===== src/hw/rtl/vpc_pkg.sv =====
// Shared types, codes and the outcode function of the view pyramid polygon clipper.
package vpc_pkg;

    typedef struct packed {
        logic signed [31:0] pos_x;
        logic signed [31:0] pos_y;
        logic signed [31:0] pos_z;
        logic signed [31:0] tex_u;
        logic signed [31:0] tex_v;
        logic signed [31:0] light_level;
        logic               has_tex;
        logic               has_light;
        logic               last_vertex;
    } vtx_t;

    typedef struct packed {
        logic signed [31:0] out_x;
        logic signed [31:0] out_y;
        logic signed [31:0] out_z;
        logic signed [31:0] out_u;
        logic signed [31:0] out_v;
        logic signed [31:0] out_light;
        logic [4:0]         out_codes;
        logic               out_has_tex;
        logic               out_has_light;
        logic               rejected;
        logic               overflowed;
        logic               last_out;
    } res_t;

    // Stored vertex: flags hold the five outcode bits, then texture and light.
    typedef struct packed {
        logic signed [31:0] x;
        logic signed [31:0] y;
        logic signed [31:0] z;
        logic signed [31:0] u;
        logic signed [31:0] v;
        logic signed [31:0] light;
        logic [6:0]         flags;
    } vert_t;

    localparam int unsigned FLAG_TEX = 5;
    localparam int unsigned FLAG_LIT = 6;
    localparam logic [4:0]  CODES_ALL = 5'h1f;

    localparam logic [1:0] PL_LEFT   = 2'd0;
    localparam logic [1:0] PL_RIGHT  = 2'd1;
    localparam logic [1:0] PL_BOTTOM = 2'd2;
    localparam logic [1:0] PL_TOP    = 2'd3;

    localparam logic [1:0] WSEL_IN    = 2'd0;
    localparam logic [1:0] WSEL_COPY  = 2'd1;
    localparam logic [1:0] WSEL_ISECT = 2'd2;

    typedef struct packed {
        logic       rd_en;
        logic       wr_en;
        logic [1:0] wr_sel;
        logic       ld_on;
        logic       ld_off;
        logic       isect_start;
        logic [1:0] plane;
        logic       out_load;
        logic       out_rej;
        logic       out_ovf;
        logic       out_last;
    } cmd_t;

    typedef struct packed {
        logic       isect_done;
        logic [4:0] in_codes;
        logic [6:0] rd_flags;
        logic [4:0] isect_codes;
    } stat_t;

    function automatic logic [4:0] encode(input logic signed [31:0] x,
                                          input logic signed [31:0] y,
                                          input logic signed [31:0] z);
        logic signed [33:0] xe;
        logic signed [33:0] ye;
        logic signed [33:0] ze;
        logic signed [33:0] xpz;
        logic signed [33:0] zmx;
        logic signed [33:0] ypz;
        logic signed [33:0] zmy;
        xe  = {{2{x[31]}}, x};
        ye  = {{2{y[31]}}, y};
        ze  = {{2{z[31]}}, z};
        xpz = xe + ze;
        zmx = ze - xe;
        ypz = ye + ze;
        zmy = ze - ye;
        return {z[31], zmy[33], ypz[33], zmx[33], xpz[33]};
    endfunction

endpackage


===== src/hw/rtl/vpc_ctrl.sv =====
// Controller: vertex loading, plane passes over the two banks, and result sequencing.
module vpc_ctrl
    import vpc_pkg::*;
#(
    parameter int MAX_VERTS = 64,
    localparam int AW = $clog2(2 * MAX_VERTS),
    localparam int IW = $clog2(MAX_VERTS),
    localparam int CW = $clog2(MAX_VERTS + 1)
)
(
    input  logic          clk,
    input  logic          rst_n,
    input  logic          vtx_valid,
    input  logic          vtx_last,
    output logic          vtx_stall,
    output logic          res_valid,
    input  logic          res_stall,
    input  stat_t         stat,
    output cmd_t          cmd,
    output logic [AW-1:0] rd_addr,
    output logic [AW-1:0] wr_addr
);

    localparam logic [3:0] S_LOAD      = 4'd0;
    localparam logic [3:0] S_START     = 4'd1;
    localparam logic [3:0] S_PLANE     = 4'd2;
    localparam logic [3:0] S_CUR       = 4'd3;
    localparam logic [3:0] S_CUR_W     = 4'd4;
    localparam logic [3:0] S_PRV_W     = 4'd5;
    localparam logic [3:0] S_ISECT1    = 4'd6;
    localparam logic [3:0] S_NXT_W     = 4'd7;
    localparam logic [3:0] S_ISECT2    = 4'd8;
    localparam logic [3:0] S_NEXT      = 4'd9;
    localparam logic [3:0] S_CHECK     = 4'd10;
    localparam logic [3:0] S_EMIT_RD   = 4'd11;
    localparam logic [3:0] S_EMIT_LD   = 4'd12;
    localparam logic [3:0] S_EMIT_WAIT = 4'd13;
    localparam logic [3:0] S_REJ_LD    = 4'd14;
    localparam logic [3:0] S_REJ_WAIT  = 4'd15;

    localparam logic [2:0] PLANES_DONE = 3'd4;

    logic [3:0]    state_reg,  state_next;
    logic [CW-1:0] vcount_reg, vcount_next;
    logic [CW-1:0] n_reg,      n_next;
    logic [CW-1:0] cnt_reg,    cnt_next;
    logic [CW-1:0] i_reg,      i_next;
    logic [CW-1:0] k_reg,      k_next;
    logic [IW-1:0] prv_reg,    prv_next;
    logic [4:0]    or_reg,     or_next;
    logic [4:0]    and_reg,    and_next;
    logic          bank_reg,   bank_next;
    logic          ovf_reg,    ovf_next;
    logic [2:0]    plane_reg,  plane_next;
    logic          res_valid_reg, res_valid_next;

    logic [IW-1:0] cur_idx;
    logic [IW-1:0] nxt_idx;
    logic          cnt_full;
    logic          k_last;

    function automatic logic [IW-1:0] wrap_inc(input logic [IW-1:0] x, input logic [CW-1:0] n);
        logic [CW-1:0] t;
        t = CW'(x) + 1'b1;
        return (t == n) ? '0 : IW'(t);
    endfunction

    function automatic logic [AW-1:0] addr(input logic bank, input logic [IW-1:0] idx);
        return bank ? AW'(MAX_VERTS) + AW'(idx) : AW'(idx);
    endfunction

    assign cur_idx   = wrap_inc(prv_reg, n_reg);
    assign nxt_idx   = wrap_inc(cur_idx, n_reg);
    assign cnt_full  = (cnt_reg >= CW'(MAX_VERTS));
    assign k_last    = ((k_reg + 1'b1) == n_reg);
    assign vtx_stall = (state_reg != S_LOAD);
    assign res_valid = res_valid_reg;

    always_comb
    begin
        state_next     = state_reg;
        vcount_next    = vcount_reg;
        n_next         = n_reg;
        cnt_next       = cnt_reg;
        i_next         = i_reg;
        k_next         = k_reg;
        prv_next       = prv_reg;
        or_next        = or_reg;
        and_next       = and_reg;
        bank_next      = bank_reg;
        ovf_next       = ovf_reg;
        plane_next     = plane_reg;
        res_valid_next = res_valid_reg;
        cmd            = '0;
        cmd.plane      = plane_reg[1:0];
        cmd.out_ovf    = ovf_reg;
        rd_addr        = '0;
        wr_addr        = addr(~bank_reg, IW'(cnt_reg));

        unique case (state_reg)
            S_LOAD:
            begin
                if (vtx_valid)
                begin
                    if (vcount_reg < CW'(MAX_VERTS))
                    begin
                        cmd.wr_en   = 1'b1;
                        cmd.wr_sel  = WSEL_IN;
                        wr_addr     = AW'(vcount_reg);
                        or_next     = or_reg | stat.in_codes;
                        and_next    = and_reg & stat.in_codes;
                        vcount_next = vcount_reg + 1'b1;
                    end
                    else
                    begin
                        ovf_next = 1'b1;
                    end
                    if (vtx_last)
                    begin
                        state_next = S_START;
                    end
                end
            end
            S_START:
            begin
                n_next     = vcount_reg;
                plane_next = '0;
                if ((vcount_reg == '0) || (and_reg != '0))
                begin
                    state_next = S_REJ_LD;
                end
                else
                begin
                    state_next = S_PLANE;
                end
            end
            S_PLANE:
            begin
                if (plane_reg == PLANES_DONE)
                begin
                    k_next     = '0;
                    state_next = S_EMIT_RD;
                end
                else if (or_reg[plane_reg])
                begin
                    cnt_next   = '0;
                    i_next     = CW'(1);
                    prv_next   = '0;
                    or_next    = '0;
                    and_next   = CODES_ALL;
                    state_next = S_CUR;
                end
                else
                begin
                    plane_next = plane_reg + 1'b1;
                end
            end
            S_CUR:
            begin
                cmd.rd_en  = 1'b1;
                rd_addr    = addr(bank_reg, cur_idx);
                state_next = S_CUR_W;
            end
            S_CUR_W:
            begin
                cmd.ld_off = 1'b1;
                if (stat.rd_flags[plane_reg])
                begin
                    cmd.rd_en  = 1'b1;
                    rd_addr    = addr(bank_reg, prv_reg);
                    state_next = S_PRV_W;
                end
                else
                begin
                    // inside: copy through
                    if (cnt_full)
                    begin
                        ovf_next = 1'b1;
                    end
                    else
                    begin
                        cmd.wr_en  = 1'b1;
                        cmd.wr_sel = WSEL_COPY;
                        or_next    = or_reg | stat.rd_flags[4:0];
                        and_next   = and_reg & stat.rd_flags[4:0];
                        cnt_next   = cnt_reg + 1'b1;
                    end
                    state_next = S_NEXT;
                end
            end
            S_PRV_W:
            begin
                if (!stat.rd_flags[plane_reg])
                begin
                    cmd.ld_on       = 1'b1;
                    cmd.isect_start = 1'b1;
                    state_next      = S_ISECT1;
                end
                else
                begin
                    cmd.rd_en  = 1'b1;
                    rd_addr    = addr(bank_reg, nxt_idx);
                    state_next = S_NXT_W;
                end
            end
            S_ISECT1, S_ISECT2:
            begin
                if (stat.isect_done)
                begin
                    if (cnt_full)
                    begin
                        ovf_next = 1'b1;
                    end
                    else
                    begin
                        cmd.wr_en  = 1'b1;
                        cmd.wr_sel = WSEL_ISECT;
                        or_next    = or_reg | stat.isect_codes;
                        and_next   = and_reg & stat.isect_codes;
                        cnt_next   = cnt_reg + 1'b1;
                    end
                    if (state_reg == S_ISECT1)
                    begin
                        cmd.rd_en  = 1'b1;
                        rd_addr    = addr(bank_reg, nxt_idx);
                        state_next = S_NXT_W;
                    end
                    else
                    begin
                        state_next = S_NEXT;
                    end
                end
            end
            S_NXT_W:
            begin
                if (!stat.rd_flags[plane_reg])
                begin
                    cmd.ld_on       = 1'b1;
                    cmd.isect_start = 1'b1;
                    state_next      = S_ISECT2;
                end
                else
                begin
                    state_next = S_NEXT;
                end
            end
            S_NEXT:
            begin
                if (i_reg == n_reg)
                begin
                    n_next     = cnt_reg;
                    bank_next  = ~bank_reg;
                    state_next = S_CHECK;
                end
                else
                begin
                    i_next     = i_reg + 1'b1;
                    prv_next   = cur_idx;
                    state_next = S_CUR;
                end
            end
            S_CHECK:
            begin
                if ((n_reg == '0) || (and_reg != '0))
                begin
                    state_next = S_REJ_LD;
                end
                else
                begin
                    plane_next = plane_reg + 1'b1;
                    state_next = S_PLANE;
                end
            end
            S_EMIT_RD:
            begin
                cmd.rd_en  = 1'b1;
                rd_addr    = addr(bank_reg, IW'(k_reg));
                state_next = S_EMIT_LD;
            end
            S_EMIT_LD:
            begin
                cmd.out_load   = 1'b1;
                cmd.out_last   = k_last;
                res_valid_next = 1'b1;
                state_next     = S_EMIT_WAIT;
            end
            S_REJ_LD:
            begin
                cmd.out_load   = 1'b1;
                cmd.out_rej    = 1'b1;
                cmd.out_last   = 1'b1;
                res_valid_next = 1'b1;
                state_next     = S_REJ_WAIT;
            end
            S_EMIT_WAIT, S_REJ_WAIT:
            begin
                if (!res_stall)
                begin
                    res_valid_next = 1'b0;
                    if ((state_reg == S_REJ_WAIT) || k_last)
                    begin
                        vcount_next = '0;
                        or_next     = '0;
                        and_next    = CODES_ALL;
                        bank_next   = 1'b0;
                        ovf_next    = 1'b0;
                        state_next  = S_LOAD;
                    end
                    else
                    begin
                        k_next     = k_reg + 1'b1;
                        state_next = S_EMIT_RD;
                    end
                end
            end
            default:
            begin
                state_next = S_LOAD;
            end
        endcase
    end

    always_ff @(posedge clk or negedge rst_n)
    begin
        if (!rst_n)
        begin
            state_reg     <= S_LOAD;
            vcount_reg    <= '0;
            n_reg         <= '0;
            cnt_reg       <= '0;
            i_reg         <= '0;
            k_reg         <= '0;
            prv_reg       <= '0;
            or_reg        <= '0;
            and_reg       <= CODES_ALL;
            bank_reg      <= 1'b0;
            ovf_reg       <= 1'b0;
            plane_reg     <= '0;
            res_valid_reg <= 1'b0;
        end
        else
        begin
            state_reg     <= state_next;
            vcount_reg    <= vcount_next;
            n_reg         <= n_next;
            cnt_reg       <= cnt_next;
            i_reg         <= i_next;
            k_reg         <= k_next;
            prv_reg       <= prv_next;
            or_reg        <= or_next;
            and_reg       <= and_next;
            bank_reg      <= bank_next;
            ovf_reg       <= ovf_next;
            plane_reg     <= plane_next;
            res_valid_reg <= res_valid_next;
        end
    end

endmodule


===== config.mk =====
export PLATFORM = sky130hd
export DESIGN_NAME = vpc_ctrl
export DESIGN_NICKNAME = d
export VERILOG_FILES = /design/src/hw/rtl/vpc_pkg.sv /design/src/hw/rtl/vpc_ctrl.sv
export SDC_FILE = /design/constraint.sdc
export NUM_CORES = 1
export LEC_CHECK = 0
export BUFFER_PORTS_ARGS = -buffer_cell sky130_fd_sc_hd__buf_2
export CAP_MARGIN = 20
export CORE_ASPECT_RATIO = 0.75
export CORE_MARGIN = 2
export CORE_UTILIZATION = 40
export CTS_CLUSTER_SIZE = 8
export DETAILED_ROUTE_END_ITERATION = 8
export PLACE_DENSITY_LB_ADDON = 0.1
export SLEW_MARGIN = 20
export SYNTH_ARGS = -nofsm -noshare
export SYNTH_HDL_FRONTEND = slang
export SYNTH_SLANG_ARGS = --single-unit

===== constraint.sdc =====
create_clock -name clk -period 11.15 [get_ports clk]
set_input_delay 1.6725 -clock clk [delete_from_list [all_inputs] [get_ports clk]]
set_output_delay 1.6725 -clock clk [all_outputs]
set_load 0.01 [all_outputs]

==> impl_metrics.csv, run 1 <==
group,metric,value,unit
sta,skew,0.00460,ns
placed_design,hpwl,10100,um
global_route,grt_pass1_vias,4113,
clocking,cts.path.max_buffers,2,
die,fp.coreArea,11100,um^2
die,dieArea,12400,um^2
critical_path,critPathRequiredTime,9.48,ns
routing,wl_per_cell,18.6,um
die,start_util,41.7,%
global_route,grt_max_degree,62,
pwr,power_leakage,0.00225,uW
cells_and_area,most-common-layout-cells,"nand2_1 (78), nor2_1 (64), dfrtp_1 (56), buf_2 (51), o21ai_0 (50)",
routing,wirelength,13700,um
sta,max_freq,148,MHz
clocking,tritoncts,"done",
clocking,ctsResizeCount,0,
global_route,antenna_found_initial,0,
routing,first_pass_iters,5,
pwr,power,1410,uW
sta,period_share,60.6,%
routing,ant_nets,0,
synthesis,synth_warnings,0,
critical_path,criticalPathCategory,"reg2out",
pwr,peakVddDrop,99.5,uV
synthesis,ys_ff_latch,61,
routing,drc,0,
min_path,hold_class,"reg2reg",
synthesis,post_synth_num_cell_types,75,
pwr,p_per_area,272,nW/um^2
die,die_h,97.0,um
sta,rsz0062_at_grt,"false",
global_route,grt_pass1_wl,22500,um
cells_and_area,syn_to_final_growth,12.4,%
synthesis,ys_seq_area_share,33.2,%
synthesis,synth_area_leader_cell,"dfrtp_1",
min_path,min_to,"and_reg[4]$_DFFE_PN1P_",
global_route,grt.total_usage,23.2,%
die,io_pins,52,
routing,drt_iter0_markers,357,
clocking,cts_buffers,9,
clocking,cts_setup_buffers,0,
synthesis,synth_top_area_share,30.4,%
critical_path,reg2reg_depth,8,
placed_design,place.gp.congestion,0.919,
cells_and_area,nNetsFinal,623,
sta,report.final.slew_viol_count,0,
critical_path,r2r_end,"i_reg[6]$_DFFE_PN0P_",
clocking,ctsHoldBuffers,0,
min_path,holdPathStages,2,
synthesis,synth_cells,556,
synthesis,synth_top_cells_by_area,"dfrtp_1 (30%), nand2_1 (6.3%), o21ai_0 (5.4%), nor2_1 (5.2%), xor2_1 (4.2%)",
sta,setup_viol,0,
synthesis,syn_area,4610,um^2
clocking,clk_latency,0.33,ns
sta,hold_viol_final,0,
clocking,clock_sinks,61,
die,fp-row-count,33,
critical_path,worstPathMaxFanout,10,
critical_path,cp-end-kind,"primary output",
synthesis,ys.flop_type,"dfrtp_1",
cells_and_area,layout.cells.non_filler,734,
cells_and_area,drive_gt1_share,17.2,%
sta,worstMarginPinSlew,0.906,ns
cells_and_area,antenna_cells,0,
global_route,overflow,0,
die,dieWidth,128,um
routing,num_vias,4354,
synthesis,synth_edf_count,0,
cells_and_area,final_common_cell,"nand2_1",
critical_path,reg2reg_slack,7.91,ns
clocking,h-tree-depth,3,
clocking,clk_pin_slew,0.05,ns
synthesis,syn_avg_cell_area,8.30,um^2
placed_design,dp.cells,719,
synthesis,async_flop_share,100,%
critical_path,startpoint_type,"flop",
routing,viasPerCell,5.93,
critical_path,rr_startpoint,"state_reg[2]$_DFFE_PN0P_",
job,max_cap_viol_count,0,
placed_design,io_buffers,51,
critical_path,arrival,5.08,ns
run_status,status,"finished, final reports clean",
synthesis,syn_nets,589,
sta,relSlewSlack,39.1,%
min_path,hold_start,"and_reg[4]$_DFFE_PN1P_",
sta,fin_crit,6.76,ns
sta,tns,0,ns
clocking,root_buffer,"clkbuf_16",
## critical path, cell delays in order (launching register included)
cell	delay, ns
dfrtp_1	0.53
ha_1	0.41
xor3_1	0.30
nor3_2	0.22
nand4_2	0.19
or3_1	0.59
and2_1	0.24
ha_1	0.26
nor3b_2	0.19
a32o_2	0.29
a41o_1	0.25
a221o_1	0.27
nor3_2	0.23
a41oi_4	0.24
a211oi_1	0.29
o21ai_1	0.10
buf_2	0.14
## synthesized netlist by cell type, drive strengths merged, types with 5 or more instances
| cell type | n |
|---|---|
| nand2 | 78 |
| nor2 | 68 |
| dfrtp | 56 |
| o21ai | 54 |
| a21oi | 28 |
| xor2 | 24 |
| nand3 | 18 |
| xnor2 | 18 |
| buf | 16 |
| inv | 16 |
| clkbuf | 15 |
| nor3 | 14 |
| and2 | 12 |
| nand4 | 12 |
| mux2i | 11 |
| a22oi | 10 |
| ha | 10 |
| nand2b | 9 |
| a31oi | 6 |
| dfstp | 5 |
| nor3b | 5 |
| o211ai | 5 |
| or3 | 5 |
## kinds of logic after synthesis
kind of cell | Yosys count | synth area share [%]
adders and majority gates | 10 | 2.71
DFF | 61 | 33.2
muxes | 15 | 3.85
and+or+nand+nor | 237 | 25.2
xor gates and xnor gates | 44 | 9.79
AOI/OAI and AO/OA | 141 | 20.1
buffers and inverters | 48 | 5.04
## metrics by stage
step	util, %	hold WS (ns)	worst slack, ns	cell area, um^2
2_1_floorplan	-	0.454	5.51	4610
3_3_place_gp	44.3	0.470	4.90	4900
3_5_place_dp	44.3	0.466	4.80	4900
4_1_cts	46.9	0.477	4.41	5190
5_1_grt	46.9	0.494	4.07	5190
6_report	46.9	0.478	4.39	5190
## power breakdown
group          total (uW)  internal [uW]  switching, uW  leakage (uW)
Clock                 277            171            105      0.000138
Combinational         712            282            431       0.00134
Sequential            424            296            128      0.000767
## worst max-delay path by stage
| stage | depth (start not counted) | startpoint | to |
|---|---|---|---|
| final | 16 | prv_reg[0]$_DFFE_PN0P_ | rd_addr[0] |
| after global routing | 16 | prv_reg[0]$_DFFE_PN0P_ | rd_addr[0] |
| after CTS | 16 | prv_reg[0]$_DFFE_PN0P_ | rd_addr[0] |
| after detailed placement | 16 | prv_reg[0]$_DFFE_PN0P_ | rd_addr[0] |
| after global placement | 16 | prv_reg[0]$_DFFE_PN0P_ | rd_addr[0] |
| after floorplan | 17 | prv_reg[1]$_DFFE_PN0P_ | rd_addr[0] |
## layer usage
layer,up-vias,part of all wire (%),global-route usage (%)
met2,164,41,31.8
met5,-,0,0
met1,2129,51,36.5
met4,0,0.74,4.99
met3,9,7.3,5.20
li1,2052,-,-
## area by class of cell
type | instances | area, um^2
clock buffers | 9 | 225
clock inverters | 6 | 63.8
fillers | 1108 | 5880
inverters | 17 | 63.8
multi-input cells | 447 | 2850
flip-flops and latches | 61 | 1530
well taps | 140 | 175
repair buffers | 54 | 278
(Power assumes the default switching activity.)
==> inputs of run 2 (changes only) <==
Clock period 11.15 ns to 5.85 ns, I/O delays scaled along.
==> run 2 against run 1 <==
Net effect: non-clock buffer count up 4; critical endpoint unchanged; critical path type unchanged; clock-buffer cell count up 1; setup slack worse by 4.1 ns; sequential share of layout area shrank 0.36 points; die area is the same; highest routed layer unchanged.
==> impl_metrics.csv, run 2 (synthesized netlist as in run 1, its figures left out) <==
group,metric,value,unit
die,dieArea,12400,um^2
critical_path,rr_startpoint,"state_reg[2]$_DFFE_PN0P_",
clocking,tritoncts,"done",
critical_path,critPathLaunch,"prv_reg[2]$_DFFE_PN0P_",
placed_design,hpwl,10200,um
die,dieWidth,128,um
sta,period_share,94.4,%
critical_path,cp-end-kind,"primary output",
routing,wirelength,13600,um
clocking,clk_latency,0.33,ns
routing,drt_iter0_markers,352,
run_status,status,"finished, final reports clean",
global_route,grt_max_degree,62,
die,io_pins,52,
critical_path,worstPathMaxFanout,10,
critical_path,reg2reg_depth,8,
pwr,p_per_area,523,nW/um^2
critical_path,worstSetupEndpoint,"rd_addr[0]",
critical_path,cp_common_cell,"nor3_2",
placed_design,io_buffers,51,
clocking,cts_buffers,9,
global_route,grt.total_usage,22.9,%
routing,viasPerCell,5.84,
critical_path,critPathRequiredTime,4.97,ns
placed_design,dpl-instance-area,4930,um^2
clocking,clk_pin_slew,0.06,ns
sta,skew,0.00942,ns
routing,first_pass_iters,5,
sta,hold_viol_final,0,
pwr,peakVddDrop,195,uV
clocking,ctsResizeCount,0,
critical_path,criticalPathCategory,"reg2out",
sta,tns,0,ns
clocking,cts.path.max_buffers,2,
pwr,power_leakage,0.00228,uW
pwr,power,2750,uW
global_route,grt_pass1_wl,22500,um
routing,ant_nets,0,
die,die_h,97.0,um
sta,setup_viol,0,
sta,max_freq,181,MHz
job,max_cap_viol_count,0,
sta,rsz0062_at_grt,"false",
sta,report.final.slew_viol_count,0,
die,fp.coreArea,11100,um^2
clocking,clock_sinks,61,
critical_path,r2r_end,"i_reg[4]$_DFFE_PN0P_",
die,fp-row-count,33,
clocking,cts_setup_buffers,0,
global_route,antenna_found_initial,0,
placed_design,place.gp.congestion,0.944,
cells_and_area,most-common-layout-cells,"nand2_1 (78), nor2_1 (64), dfrtp_1 (55), buf_2 (51), o21ai_0 (50)",
sta,fin_crit,5.52,ns
critical_path,path_cells,"xor3_1 > nor3_2 > nand4_2 > or3_1 > and2_1 > ha_1 > nor3b_2 > a32o_2 > a41o_1 > a221o_1 > nor3_2 > a41oi_4 > a211oi_1 > o21ai_1 > buf_2",
critical_path,slowest_delay,0.63,ns
cells_and_area,antenna_cells,0,
clocking,ctsHoldBuffers,0,
cells_and_area,final_common_cell,"nand2_1",
critical_path,slowest_stage,"dfrtp_1",
critical_path,reg2reg_slack,2.62,ns
cells_and_area,nNetsFinal,627,
sta,worstMarginPinSlew,0.928,ns
die,start_util,41.7,%
cells_and_area,stdcell_area,5260,um^2
sta,relSlewSlack,37.6,%
routing,num_vias,4316,
cells_and_area,post-route-util,47.5,%
global_route,grt_pass1_vias,4082,
critical_path,startpoint_type,"flop",
cells_and_area,syn_to_final_growth,13.9,%
min_path,hold_class,"reg2reg",
global_route,overflow,0,
cells_and_area,drive_gt1_share,18.4,%
clocking,root_buffer,"clkbuf_16",
critical_path,arrival,4.64,ns
clocking,h-tree-depth,3,
routing,drc,0,
routing,wl_per_cell,18.3,um
run 2: worst max-delay path, delay by kind of cell (launching register included):
family / cells / cell delay (ns)
compound gates: 6 / 1.45
fa+ha+maj: 1 / 0.26
simple gates: 6 / 1.39
buf+inv: 1 / 0.14
flops: 1 / 0.63
xor+xnor: 1 / 0.42
run 2: worst min-delay path by stage:
| stage | slack (ns) | end | depth (start not counted) | from |
|---|---|---|---|---|
| 3_5_place_dp | 0.47 | and_reg[0]$_DFFE_PN1P_ | 2 | and_reg[0]$_DFFE_PN1P_ |
| 2_1_floorplan | 0.45 | and_reg[4]$_DFFE_PN1P_ | 2 | and_reg[4]$_DFFE_PN1P_ |
| 4_1_cts | 0.48 | and_reg[0]$_DFFE_PN1P_ | 2 | and_reg[0]$_DFFE_PN1P_ |
| 6_report | 0.48 | and_reg[2]$_DFFE_PN1P_ | 2 | and_reg[2]$_DFFE_PN1P_ |
| 5_1_grt | 0.49 | and_reg[0]$_DFFE_PN1P_ | 2 | and_reg[0]$_DFFE_PN1P_ |
| 3_3_place_gp | 0.47 | and_reg[4]$_DFFE_PN1P_ | 2 | and_reg[4]$_DFFE_PN1P_ |
run 2: cell type report:
cell class / count / area, um^2
clock inverter: 6 / 70.1
fill: 1082 / 5810
multi-input combinational: 447 / 2870
timing repair buffer: 58 / 308
sequential: 61 / 1530
clock buffer: 10 / 239
tap: 140 / 175
inverter: 17 / 63.8
run 2: metal layers:
layer	wire length, um	vias up	track usage [%]
met3	1020	8	5.42
met1	6790	2100	36.1
li1	-	2046	-
met5	0	-	0
met4	75	0	3.89
met2	5670	162	31.9
run 2: power breakdown:
part           internal [uW]  switching, uW  total, uW  leakage, uW
Combinational            568            833       1400      0.00136
Sequential               565            234        799     0.000766
Clock                    344            205        549     0.000153
Total                   1480           1270       2750      0.00228
run 2: per-stage QoR:
step	setup WS (ns)	std cells	hold WS (ns)
floorplan	1.01	556	0.454
global placement	0.601	723	0.467
detailed placement	0.542	723	0.468
CTS	0.158	739	0.481
global route	0.00163	739	0.487
finish	0.328	739	0.477
